## src/design/trcf_pkg.sv

```systemverilog
// ----------------------------------------------------------------------------
// trcf_pkg
// Shared types and constants for the tuple row cut filter.
// ----------------------------------------------------------------------------
`default_nettype none

package trcf_pkg;

  localparam int NUM_CUTS    = 4;
  localparam int MAX_COLUMNS = 256;
  localparam int CUT_REGS    = 4;

  localparam int COL_W     = (MAX_COLUMNS > 2) ? $clog2(MAX_COLUMNS) : 1;
  localparam int SAMPLE_W  = 32;
  localparam int CUT_W     = 44;
  localparam int COUNT_W   = 3;
  localparam int CFG_IDX_W = 3;

  localparam logic [CFG_IDX_W-1:0] CFG_COUNT = 3'd0;
  localparam logic [CFG_IDX_W-1:0] CFG_CUT0  = 3'd1;

  localparam logic [2:0] CMP_EQ = 3'd0;
  localparam logic [2:0] CMP_NE = 3'd1;
  localparam logic [2:0] CMP_LT = 3'd2;
  localparam logic [2:0] CMP_LE = 3'd3;
  localparam logic [2:0] CMP_GT = 3'd4;
  localparam logic [2:0] CMP_GE = 3'd5;

  typedef struct packed {
    logic                       enable;
    logic [7:0]                 column;
    logic [2:0]                 code;
    logic signed [SAMPLE_W-1:0] threshold;
  } cut_t;

  localparam logic [CUT_W-1:0] CUT_RESET = 44'h0_0500000000;

endpackage

`default_nettype wire

```

## src/design/tuple_row_cut_filter.sv

```systemverilog
// ----------------------------------------------------------------------------
// tuple_row_cut_filter
// Row selection filter: streams column values, emits one verdict per row.
// ----------------------------------------------------------------------------
// One column value is taken per cycle, back to back, with no gaps between
// rows. Each value is latched in an input register and, in the following
// cycle, compared against all active cuts at once; on the row's last value
// the verdict lands in the output register when the input register advances,
// so a result is offered once the last value has passed the input register
// and then the output register. The input side stalls only when a verdict
// is pending and the output register still holds an untaken one.
// Configuration writes are taken every cycle and are meant for idle time.
`default_nettype none

module tuple_row_cut_filter (
  input  logic                                 clk,
  input  logic                                 rst_n,
  input  logic                                 in_valid,
  output logic                                 in_ready,
  input  logic signed [trcf_pkg::SAMPLE_W-1:0] in_column_sample,
  input  logic                                 in_row_end,
  output logic                                 out_valid,
  input  logic                                 out_ready,
  output logic                                 out_row_accepted,
  input  logic                                 cfg_valid,
  output logic                                 cfg_ready,
  input  logic [trcf_pkg::CFG_IDX_W-1:0]       cfg_index,
  input  logic [trcf_pkg::CUT_W-1:0]           cfg_data
);
  import trcf_pkg::*;

  localparam logic [COL_W-1:0] COL_LAST = COL_W'(MAX_COLUMNS - 1);

  logic [COUNT_W-1:0]           count_r;
  cut_t [CUT_REGS-1:0]          cut_r;
  cut_t [NUM_CUTS-1:0]          cuts;

  logic                         s1_valid_r;
  logic signed [SAMPLE_W-1:0]   s1_sample_r;
  logic                         s1_last_r;
  logic                         s1_adv;

  logic [COL_W-1:0]             col_pos_r;
  logic                         pass_r;
  logic                         pass_nxt;
  logic                         any_fail;

  logic                         out_valid_r;
  logic                         out_accepted_r;

  assign cfg_ready = 1'b1;

  always_ff @(posedge clk) begin
    if (!rst_n) begin
      count_r <= '0;
      for (int j = 0; j < CUT_REGS; j++) begin
        cut_r[j] <= cut_t'(CUT_RESET);
      end
    end else if (cfg_valid) begin
      if (cfg_index == CFG_COUNT) begin
        count_r <= cfg_data[COUNT_W-1:0];
      end
      for (int j = 0; j < CUT_REGS; j++) begin
        if (cfg_index == CFG_IDX_W'(int'(CFG_CUT0) + j)) begin
          cut_r[j] <= cut_t'(cfg_data);
        end
      end
    end
  end

  always_comb begin
    for (int i = 0; i < NUM_CUTS; i++) begin
      if (i < CUT_REGS) begin
        cuts[i] = cut_r[i];
      end else begin
        cuts[i] = cut_t'(CUT_RESET);
      end
    end
  end

  assign s1_adv   = s1_valid_r && (!s1_last_r || !out_valid_r || out_ready);
  assign in_ready = !s1_valid_r || s1_adv;

  always_ff @(posedge clk) begin
    if (!rst_n) begin
      s1_valid_r <= 1'b0;
    end else if (in_ready) begin
      s1_valid_r <= in_valid;
    end
  end

  always_ff @(posedge clk) begin
    if (in_valid && in_ready) begin
      s1_sample_r <= in_column_sample;
      s1_last_r   <= in_row_end;
    end
  end

  trcf_cut_eval u_eval (
    .cuts         (cuts),
    .active_count (count_r),
    .column_pos   (col_pos_r),
    .sample       (s1_sample_r),
    .any_fail     (any_fail)
  );

  assign pass_nxt = pass_r && !any_fail;

  always_ff @(posedge clk) begin
    if (!rst_n) begin
      col_pos_r <= '0;
      pass_r    <= 1'b1;
    end else if (s1_adv) begin
      if (s1_last_r) begin
        col_pos_r <= '0;
        pass_r    <= 1'b1;
      end else begin
        pass_r <= pass_nxt;
        if (col_pos_r != COL_LAST) begin
          col_pos_r <= col_pos_r + 1'b1;
        end
      end
    end
  end

  // result register
  always_ff @(posedge clk) begin
    if (!rst_n) begin
      out_valid_r <= 1'b0;
    end else if (s1_adv && s1_last_r) begin
      out_valid_r <= 1'b1;
    end else if (out_ready) begin
      out_valid_r <= 1'b0;
    end
  end

  always_ff @(posedge clk) begin
    if (s1_adv && s1_last_r) begin
      out_accepted_r <= pass_nxt;
    end
  end

  assign out_valid        = out_valid_r;
  assign out_row_accepted = out_accepted_r;

`ifndef SYNTHESIS
  a_ready_when_empty: assert property (@(posedge clk) disable iff (!rst_n)
    !s1_valid_r |-> in_ready)
    else $error("input stage empty but not ready");

  a_col_in_range: assert property (@(posedge clk) disable iff (!rst_n)
    col_pos_r <= COL_LAST)
    else $error("column position beyond last column");

  a_row_restart: assert property (@(posedge clk) disable iff (!rst_n)
    (s1_adv && s1_last_r) |=> (col_pos_r == '0) && pass_r)
    else $error("row state not restored after row end");

  a_result_source: assert property (@(posedge clk) disable iff (!rst_n)
    $rose(out_valid_r) |-> $past(s1_adv && s1_last_r))
    else $error("result without a row end transfer");

  a_no_overwrite: assert property (@(posedge clk) disable iff (!rst_n)
    (out_valid_r && !out_ready) |-> !(s1_adv && s1_last_r))
    else $error("pending result overwritten");
`endif

endmodule

`default_nettype wire

```

## src/design/trcf_cut_eval.sv

```systemverilog
// ----------------------------------------------------------------------------
// trcf_cut_eval
// Tests one sample against the active cuts on its column in parallel; flags any failure.
// ----------------------------------------------------------------------------
`default_nettype none

module trcf_cut_eval (
  input  trcf_pkg::cut_t [trcf_pkg::NUM_CUTS-1:0] cuts,
  input  logic [trcf_pkg::COUNT_W-1:0]             active_count,
  input  logic [trcf_pkg::COL_W-1:0]               column_pos,
  input  logic signed [trcf_pkg::SAMPLE_W-1:0]     sample,
  output logic                                     any_fail
);
  import trcf_pkg::*;

  localparam logic [COUNT_W-1:0] NUM_CUTS_C = COUNT_W'(NUM_CUTS);

  logic [COUNT_W-1:0] count_eff;

  function automatic logic cut_pass(input logic [2:0] code,
                                    input logic signed [SAMPLE_W-1:0] a,
                                    input logic signed [SAMPLE_W-1:0] b);
    logic res;
    case (code)
      CMP_EQ:  res = (a == b);
      CMP_NE:  res = (a != b);
      CMP_LT:  res = (a < b);
      CMP_LE:  res = (a <= b);
      CMP_GT:  res = (a > b);
      CMP_GE:  res = (a >= b);
      default: res = 1'b0;
    endcase
    return res;
  endfunction

  assign count_eff = (active_count > NUM_CUTS_C) ? NUM_CUTS_C : active_count;

  always_comb begin
    any_fail = 1'b0;
    for (int i = 0; i < NUM_CUTS; i++) begin
      if ((COUNT_W'(i) < count_eff) && cuts[i].enable &&
          ({1'b0, cuts[i].column} == 9'(column_pos))) begin
        if (!cut_pass(cuts[i].code, sample, cuts[i].threshold)) begin
          any_fail = 1'b1;
        end
      end
    end
  end

endmodule

`default_nettype wire
```

## config.mk

```make
export PLATFORM = sky130hd
export DESIGN_NAME = tuple_row_cut_filter
export DESIGN_NICKNAME = d
export VERILOG_FILES = /design/src/design/trcf_pkg.sv /design/src/design/tuple_row_cut_filter.sv /design/src/design/trcf_cut_eval.sv
export SDC_FILE = /design/constraint.sdc
export NUM_CORES = 1
export LEC_CHECK = 0
export BUFFER_PORTS_ARGS = -buffer_cell sky130_fd_sc_hd__buf_4
export CAP_MARGIN = 20
export CORE_MARGIN = 3
export CORE_UTILIZATION = 65
export CTS_BUF_LIST = sky130_fd_sc_hd__clkbuf_2
export DETAILED_ROUTE_END_ITERATION = 6
export MAX_ROUTING_LAYER = met4
export PLACE_DENSITY = 0.85
export SYNTH_ARGS = -nofsm -noshare
export SYNTH_HDL_FRONTEND = slang
export SYNTH_SLANG_ARGS = --single-unit
```

## constraint.sdc

```tcl
create_clock -name clk -period 7 [get_ports clk]
set_clock_uncertainty 0.15 [all_clocks]
set_input_delay 0 -clock clk [delete_from_list [all_inputs] [get_ports clk]]
set_output_delay 0 -clock clk [all_outputs]
set_load 0.03 [all_outputs]
```

==> qor.txt, run 1 <==
status = finished, final reports clean
final layout net count = 1,897
starting density of the core = 67.6%
hold_sp = rst_n
part of the power in registers = 50.5%
first-pass GRT wire length = 58,400 um
VDD IR max = 0.199 mV
vias in the first global route = 11,900
chip width = 142 um
CTS tree = yes
syn_nets = 1,636
WHS Path Cells = 3
clock latency on the worst-skew pair = 870 ps
num rows = 48
Worst-Margin Slew = 1160 ps
top post-synthesis cells by count = nand2_1 (388), dfxtp_1 (190), a21boi_0 (170)
vias = 11,300
Sw Pwr = 0.802 mW
IO Pins = 89
filler cell count = 1,017
critical path capture point type = flip-flop
Total Routed Length = 36,500 um
crit path max fanout = 4
ys flop type = dfxtp_1
detailed placement HPWL = 20,700 um
Cells after Synth = 1,422
FF+latch count, synth = 224
Gate power share = 14.3%
kind of critical path = flip-flop to flip-flop
worst reg2reg startpoint = s1_sample_r[30]
Hold Slack = 150 ps
Clock Tree Root = clkbuf_2
Mapped Area = 0.0119 sq mm
post-synthesis sequential area ratio = 40.4%
leak pwr = 5.79 nW
hold worst-path end = cut_r[71]
post-synth top area cell = dfxtp_1
post-synthesis adder-cell area fraction = 13.5%
largest family of logic cells by synthesized area = simple AND/OR/NAND/NOR gates
Sink Count = 224
Clk pwr share = 35.2%
CTS Buf Count = 58
Max Clock Freq = 318 MHz
reg2reg setup slack = 3860 ps
Area Growth Syn to Fin = 25.9%
post-DR wirelength/cell = 18.7 um
initial antenna violation count = 1
setup ws final = 3860 ps
worst hold path type = input port to flip-flop
Hold Buf Count CTS = 173
share of layout cells above drive strength 1 = 11.8%
Crit path arrival time = 3630 ps
pre-CTS setup slack = 3870 ps
min Tclk post-route = 3140 ps
Switching Share = 29.5%
Die Y = 142 um
yosys warns = 0
post-CTS setup buffers = 0
Worst Path Required = 7490 ps
clock buffer depth = 3
Startpoint Class = flip-flop
Post-Synth XOR/XNOR Area = 3.01%
number of synthesized flops with an enable pin = 34
post-synthesis mux area share = 0.671%
largest net degree at the start of global routing = 101
area of the core = 0.0177 sq mm
CTS H-Tree Depth = 2
total of max-cap violations = 0
Clock Pin Slew Worst Setup and Hold Paths = 120 ps
IO buf count = 87
Pre-antenna DRT Iters = 5
Finish-stage setup viols = 0
via/cell ratio = 5.78
final hold vios = 0
P_int = 1.92 mW
post-CTS sizing = 0
relative slew slack = 22.5%
global route overflow = 0
Post-Synth Simple-Gate Area = 19.1%
Avg Cell Area, Syn = 8.40 sq um
Post-synth ARST share = 0%
GRT Util Overall = 37.1%
most frequent cell after synthesis = nand2_1
post-synthesis cell type count = 56
R2R Path End = out_row_accepted
Synth top area share = 31.9%
Routability Congestion = 0.895
main area contributors after synthesis = dfxtp_1 (32%), ha_1 (14%), nand2_1 (12%)
R2R cell count = 10
final setup TNS = 0 ps
compound-gate portion of the synthesized area = 17.0%
RSZ-0062 raised after global routing = no
Pwr per Cell Area = 181 mW/mm^2
Slew Limit Fails = 0
Final ANT Viol Nets = 0
Total Die Area = 0.0200 sq mm
DRC violations left = 0
Final period util = 44.9%
Starting DRT DRC Count = 1,016
==> placed cells by master, fill, tap and decap left out, drive strengths merged, types with 5 or more instances in the layout <==
cell type / synthesis / final
nand2: 388 / 388
dfxtp: 190 / 190
dlygate4sd3: 0 / 173
a21boi: 171 / 171
inv: 131 / 133
ha: 129 / 129
buf: 1 / 95
clkbuf: 66 / 91
a21oi: 53 / 53
edfxtp: 34 / 34
nand4: 32 / 32
nand3: 30 / 30
xor2: 24 / 24
nor2: 24 / 24
xnor2: 17 / 17
o21ai: 17 / 17
clkinv: 0 / 15
nor4: 13 / 13
nor2b: 10 / 10
a21o: 9 / 9
mux2i: 8 / 8
nor3: 7 / 7
nand2b: 7 / 7
a211oi: 6 / 6
and3: 5 / 5
==> per-layer routing <==
metal / global-route usage, % / routed length (um) / vias up
li1: - / - / 5348
met1: 43.5 / 14300 / 5243
met2: 62.0 / 17900 / 586
met3: 6.98 / 2960 / 148
met4: 16.8 / 1400 / 0
met5: - / 0 / -
==> worst max path at each step <==
stage	from	end	depth (start not counted)
finish	s1_sample_r[30]	out_row_accepted	10
detailed placement	s1_sample_r[31]	out_row_accepted	10
global placement	s1_sample_r[31]	out_row_accepted	8
global route	s1_sample_r[31]	out_row_accepted	10
CTS	s1_sample_r[31]	out_row_accepted	10
floorplan	s1_last_r	s1_last_r	1
==> cells by family (layout without fill, tap and decap cells) <==
logic type | count (synthesis) | after routing
AND/OR/NAND/NOR | 533 | 533
AO/OA/AOI/OAI | 288 | 288
flip-flops | 224 | 224
buffers and inverters | 198 | 508
adder cells (fa/ha/maj) | 129 | 129
XOR/XNOR | 41 | 41
multiplexers | 8 | 8
other | 1 | 2
==> power by group through the flow <==
stage / logic [mW] / clock network (mW) / registers [mW]
4_1_cts: 0.369 / 0.948 / 1.37
3_5_place_dp: 0.294 / 0 / 1.40
6_report: 0.390 / 0.957 / 1.37
5_1_grt: 0.423 / 1.02 / 1.38
2_1_floorplan: 0.179 / 0 / 1.39
3_3_place_gp: 0.287 / 0 / 1.40
==> cell type report <==
type,count,area [sq um],share of cell area (%)
multi-input combinational,1000,6400,42.6
sequential,224,4820,32.1
timing repair buffer,268,2470,16.5
inverter,131,492,3.27
clock buffer,91,455,3.03
tap,225,282,1.87
clock inverter,18,96.3,0.641
antenna,1,2.50,0.0167
==> through the flow <==
stage / instance area (sq um) / std cells / utilization, % / total power, mW
after floorplan: 11900 / 1422 / - / 1.57
after global placement: 12700 / 1673 / 71.9 / 1.68
after detailed placement: 12700 / 1673 / 71.9 / 1.69
after CTS: 15000 / 1955 / 84.8 / 2.69
after global routing: 15000 / 1958 / 85.1 / 2.82
final: 15000 / 1958 / 85.1 / 2.72
==> registers in the layout (all words and copies together) (netlist names) <==
signal and cells:
s1_valid_r 1, out_valid 1, pass_r 1, col_pos_r 8
count_r 3, s1_sample_r 32, out_row_accepted 1, cut_r 176
s1_last_r 1
==> worst max-delay path, cell delays in order (launching register included) <==
cell,delay (ps)
edfxtp_1,510
ha_1,350
nand4_1,190
nor4_1,670
nand3_1,300
xnor2_1,200
a21oi_1,140
o21a_1,130
o221ai_1,110
o41ai_1,120
nor2_1,80
(Power assumes the default switching activity.)
==> run 2: changes to the inputs <==
--- a/config.mk
+++ b/config.mk
@@ -5,14 +5,15 @@
 export SDC_FILE = /design/constraint.sdc
 export NUM_CORES = 1
 export LEC_CHECK = 0
+export ABC_AREA = 1
 export BUFFER_PORTS_ARGS = -buffer_cell sky130_fd_sc_hd__buf_4
 export CAP_MARGIN = 20
 export CORE_MARGIN = 3
-export CORE_UTILIZATION = 65
+export CORE_UTILIZATION = 63
 export CTS_BUF_LIST = sky130_fd_sc_hd__clkbuf_2
 export DETAILED_ROUTE_END_ITERATION = 6
 export MAX_ROUTING_LAYER = met4
-export PLACE_DENSITY = 0.85
+export PLACE_DENSITY = 0.83
 export SYNTH_ARGS = -nofsm -noshare
 export SYNTH_HDL_FRONTEND = slang
 export SYNTH_SLANG_ARGS = --single-unit
==> constraint.sdc (replaced) <==
create_clock -name clk -period 3.1 [get_ports clk]
set_clock_uncertainty 0.15 [all_clocks]
set_input_delay 0 -clock clk [delete_from_list [all_inputs] [get_ports clk]]
set_output_delay 0 -clock clk [all_outputs]
set_load 0.03 [all_outputs]
==> qor.txt, run 2 <==
Placed Instance Area = 0.0125 sq mm
CTS Buf Count = 57
Non-Filler Instances = 2,032
crit-path leading delay family = buffers and inverters
total of max-cap violations = 0
detailed placement HPWL = 19,600 um
min Tclk post-route = 3000 ps
Post-synth ARST share = 0%
fin area = 0.0148 sq mm
Worst Path Required = 3700 ps
num rows = 49
Tot Pwr = 6.17 mW
setup ws final = 95.7 ps
max reg flops = 176
Clock Tree Root = clkbuf_2
post-synthesis cell type count = 44
Avg Cell Area, Syn = 7.88 sq um
leak pwr = 6.40 nW
Final period util = 96.9%
Pre-antenna DRT Iters = 5
crit path max fanout = 26
Total Routed Length = 33,400 um
final layout net count = 1,973
biggest regs = cut_r x176, s1_sample_r x32, col_pos_r x8
post-synth top area cell = dfxtp_1
initial antenna violation count = 1
ys flop type = dfxtp_1
critical path capture point type = flip-flop
most frequent cell after synthesis = a21oi_1
Cells after Synth = 1,479
Starting DRT DRC Count = 874
IO buf count = 87
Finish-stage setup viols = 0
Cell Chain, Critical Path = dlygate4sd3_1 -> buf_4 -> dlygate4sd3_1 -> nor2_1 -> dlygate4sd3_1 -> nand2_1 -> nor2_2 -> dlygate4sd3_1 -> buf_4 -> inv_4 -> buf_6 -> o21ai_0 -> a21oi_1
Max Clock Freq = 333 MHz
VDD IR max = 0.336 mV
Worst Path Buf+Inv = 8
number of synthesized flops with an enable pin = 34
vias in the first global route = 11,800
chip width = 142 um
commonest non-fill, non-tap cell in the layout = a21oi_1
DRC violations left = 0
Worst-Margin Slew = 772 ps
Routability Congestion = 0.960
Mapped Area = 0.0116 sq mm
Pwr per Cell Area = 417 mW/mm^2
yosys warns = 0
CTS tree = yes
relative slew slack = 48.5%
final hold vios = 0
clock buffer depth = 3
starting density of the core = 64.4%
Final ANT Viol Nets = 0
kind of critical path = input port to flip-flop
post-synthesis sequential area ratio = 41.4%
GRT Util Overall = 34.2%
CTS H-Tree Depth = 2
area of the core = 0.0181 sq mm
placed cells = 1,749
worst hold path type = input port to flip-flop
main area contributors after synthesis = dfxtp_1 (33%), ha_1 (14%), a21oi_1 (8.8%)
IO Pins = 89
most flop-heavy register = cut_r
pre-CTS setup slack = 450 ps
FF+latch count, synth = 224
Worst path most repeated cell = dlygate4sd3_1
Sink Count = 224
slowest CP cell = dlygate4sd3_1
via/cell ratio = 5.68
clock latency on the worst-skew pair = 860 ps
vias = 11,500
share of layout cells above drive strength 1 = 12.9%
largest net degree at the start of global routing = 77
Slew Limit Fails = 0
Die Y = 142 um
Startpoint Class = input port
first-pass GRT wire length = 54,900 um
post-CTS setup buffers = 0
Hold Slack = 86.1 ps
syn_nets = 1,693
global route overflow = 0
commonest cells after routing, fill and taps aside = a21oi_1 (206), o21ai_0 (196), inv_1 (194)
post-DR wirelength/cell = 16.4 um
Synth top area share = 32.6%
Total Die Area = 0.0202 sq mm
status = finished, final reports clean
Crit path largest cell delay = 610 ps
filler cell count = 1,108
top post-synthesis cells by count = a21oi_1 (206), o21ai_0 (197), inv_1 (196)
Area Growth Syn to Fin = 26.9%
Clock Pin Slew Worst Setup and Hold Paths = 100 ps
Crit path arrival time = 3600 ps
## run 2: cell types whose count changed in the layout (fill, tap and decap cells not counted), moves of 63 or more
cell      change
a21boi_0    -169
o21ai_0     +187
nand2_1     -199
nor2_1      +102
inv_1        +63
a21oi_1     +155
## run 2: power breakdown
part | leakage, nW | internal [mW] | switching (mW) | total (mW)
Combinational | 4.13 | 0.479 | 0.555 | 1.03
Clock | 0.400 | 0.754 | 1.25 | 2.00
Sequential | 1.87 | 3.06 | 0.0703 | 3.13
## run 2: through the flow
stage	setup TNS (ps)	util, %
6_report	0	81.7
5_1_grt	-0.156	81.7
4_1_cts	0	81.7
3_5_place_dp	0	68.9
3_3_place_gp	0	68.9
2_1_floorplan	0	-
## run 2: final cells by class
class	instances	area (sq um)	area share, %
antenna	1	2.50	0.0169
clock buffer	89	445	3.01
clock inverter	13	52.6	0.356
inverter	202	763	5.16
multi-input combinational	994	5840	39.5
sequential	224	4820	32.6
tap	229	287	1.94
timing repair buffer	280	2560	17.3
## run 2: routing by layer
metal / global-route usage, % / up-vias / wire length, um / part of all wire [%]
li1: - / 5552 / - / -
met1: 38.9 / 5285 / 13100 / 39
met2: 57.8 / 555 / 16500 / 49
met3: 6.25 / 145 / 2370 / 7.1
met4: 16.8 / 0 / 1480 / 4.4
met5: - / - / 0 / 0
## run 2: worst paths after layout
path         depth (start not counted)            start  slack (ps)               end
max                                 13     cfg_index[2]         100         cut_r[89]
min                                  3            rst_n          90         cut_r[78]
max reg2reg                         14  s1_sample_r[31]         450  out_row_accepted
min reg2reg                          2       cut_r[119]         310        cut_r[119]
## run 2: logic make-up after synthesis
group / count (synthesis) / synth area share, %
xor+xnor: 11 / 0.827
other cells: 1 / 0.0322
fa+ha+maj: 129 / 13.9
flops: 224 / 41.4
simple gates: 412 / 15.7
compound gates: 441 / 19.7
buf+inv: 261 / 8.46
## run 2: repair_timing
action / in CTS / in global routing
setup endpoints to repair: 0 / 32
hold endpoints to repair: 257 / 0
resized for setup: 0 / 7
hold buffers: 181 / 0
## run 2: worst min-delay path: cells and delay by family
family / cells / cell delay (ps)
buf+inv: 2 / 850
compound gates: 1 / 180
==> run 3: changes to the inputs <==
--- a/config.mk
+++ b/config.mk
@@ -5,7 +5,6 @@
 export SDC_FILE = /design/constraint.sdc
 export NUM_CORES = 1
 export LEC_CHECK = 0
-export ABC_AREA = 1
 export BUFFER_PORTS_ARGS = -buffer_cell sky130_fd_sc_hd__buf_4
 export CAP_MARGIN = 20
 export CORE_MARGIN = 3
==> constraint.sdc (replaced) <==
create_clock -name clk -period 2.9 [get_ports clk]
set_clock_uncertainty 0.15 [all_clocks]
set_input_delay 0 -clock clk [delete_from_list [all_inputs] [get_ports clk]]
set_output_delay 0 -clock clk [all_outputs]
set_load 0.03 [all_outputs]
==> qor.txt, run 3 (synthesis gave the netlist of run 1 again) <==
Worst Path Required = 3340 ps
Worst-Margin Slew = 926 ps
vias in the first global route = 12,100
Worst Path Buf+Inv = 2
Worst path most repeated cell = buf_4
GRT Util Overall = 37.7%
worst hold path type = input port to flip-flop
RSZ-0062 raised after global routing = yes
CTS tree = yes
Slew Limit Fails = 0
clock buffer depth = 3
final layout net count = 1,938
min Tclk post-route = 3030 ps
chip width = 144 um
CTS Buf Count = 57
slowest CP cell = a221oi_1
hold worst-path end = cut_r[141]
VDD IR max = 0.318 mV
setup ws final = -125 ps
commonest cells after routing, fill and taps aside = nand2_1 (388), dfxtp_1 (190), dlygate4sd3_1 (183)
Placed Instance Area = 0.0129 sq mm
Max Clock Freq = 331 MHz
Area Growth Syn to Fin = 30.7%
filler cell count = 1,028
Total Die Area = 0.0206 sq mm
Total Routed Length = 38,700 um
Final ANT Viol Nets = 0
leak pwr = 6.02 nW
Multi-input gate area = 0.00662 sq mm
most flop-heavy register = cut_r
largest net degree at the start of global routing = 101
worst reg2reg startpoint = s1_sample_r[31]
fin area = 0.0156 sq mm
status = finished, violations left
crit-path leading delay family = compound AO/OA/AOI/OAI gates
biggest regs = cut_r x176, s1_sample_r x32, col_pos_r x8
Die Y = 144 um
initial antenna violation count = 1
post-DR wirelength/cell = 19.4 um
Crit path arrival time = 3470 ps
Routability Congestion = 0.944
crit path max fanout = 4
FF+latch area = 0.00482 sq mm
Final period util = 104%
clock latency on the worst-skew pair = 900 ps
Cell Chain, Critical Path = buf_4 -> ha_4 -> nand4_1 -> buf_4 -> nor3_1 -> a221oi_1 -> and4b_1 -> a21oi_2 -> mux2i_1 -> o221ai_2 -> o41ai_2 -> nor2_1
kind of critical path = flip-flop to flip-flop
Sink Count = 224
max reg flops = 176
R2R cell count = 12
DRC violations left = 2
Pre-antenna DRT Iters = 7
area of the core = 0.0183 sq mm
Pwr per Cell Area = 428 mW/mm^2
commonest non-fill, non-tap cell in the layout = nand2_1
Starting DRT DRC Count = 947
final hold vios = 0
reg2reg setup slack = -130 ps
WHS Path Cells = 5
detailed placement HPWL = 21,500 um
starting density of the core = 65.3%
relative slew slack = 38.1%
vias = 11,800
IO Pins = 89
total of max-cap violations = 0
CTS H-Tree Depth = 2
Util after Layout = 85.4%
Clock Tree Root = clkbuf_2
first-pass GRT wire length = 59,800 um
Startpoint Class = flip-flop
failing checks = DRC, setup timing
Tot Pwr = 6.68 mW
IO buf count = 87
share of layout cells above drive strength 1 = 14.8%
R2R Path End = out_row_accepted
num rows = 49
Crit path largest cell delay = 470 ps
critical path capture point type = flip-flop
global route overflow = 0
Finish-stage setup viols = 1
hold_sp = cfg_index[2]
Clock Pin Slew Worst Setup and Hold Paths = 130 ps
via/cell ratio = 5.91
run 3: worst max path at each step:
stage	startpoint	to	slack (ps)	cells past startpoint
after detailed placement	s1_sample_r[5]	out_row_accepted	-110	10
final	s1_sample_r[31]	out_row_accepted	-130	12
after global placement	s1_sample_r[5]	out_row_accepted	-40	10
after global routing	s1_sample_r[5]	out_row_accepted	-140	12
after CTS	s1_sample_r[14]	out_row_accepted	5	11
after floorplan	s1_sample_r[14]	out_row_accepted	170	10
run 3: final cells by class:
type	instances	area share, %
inverters	131	3.15
diodes	2	0.0321
clock buffers	87	2.79
repair buffers	310	18.1
well taps	229	1.84
flip-flops and latches	224	30.9
multi-input cells	1000	42.4
clock inverters	15	0.714
run 3: where the power goes:
| group | internal (mW) | switching, mW | total (mW) |
|---|---|---|---|
| logic | 0.508 | 0.507 | 1.02 |
| registers | 3.24 | 0.0743 | 3.31 |
| clock network | 0.971 | 1.38 | 2.35 |
| total | 4.72 | 1.97 | 6.68 |
run 3: per-layer routing:
| layer | up-vias | part of all wire, % | global-route usage (%) |
|---|---|---|---|
| met3 | 218 | 8.4 | 7.39 |
| met1 | 5526 | 38 | 42.9 |
| li1 | 5429 | - | - |
| met2 | 638 | 48 | 62.9 |
| met4 | 0 | 5.6 | 20.0 |
| met5 | - | 0 | - |
run 3: timing repair:
| item | in CTS | in global routing |
|---|---|---|
| endpoints found under the setup margin | 1 | 2 |
| gates resized for setup | 17 | 18 |
| pin swaps | 12 | 17 |
| endpoints found under the hold margin | 257 | 0 |
| hold buffers | 183 | 0 |
| buffers inserted | 4 | 8 |
run 3: stage by stage:
step                      TNS [ps]  setup WS [ps]  hold WS (ps)  instances
after detailed placement      -107           -107          29.3       1698
after CTS                        0           5.03           144       1987
final                         -125           -125           203       1998
after global routing          -213           -140           198       1997
after floorplan                  0            174         -51.1       1422
after global placement       -40.1          -40.1          28.1       1698
run 3: worst reg2reg max path, cell delays in order, from the launching register on:
cell and delay, ps:
edfxtp_1 460, buf_4 170, ha_4 230, nand4_1 160, buf_4 150, nor3_1 40
a221oi_1 470, and4b_1 320, a21oi_2 80, mux2i_1 170, o221ai_2 120, o41ai_2 100
nor2_1 90
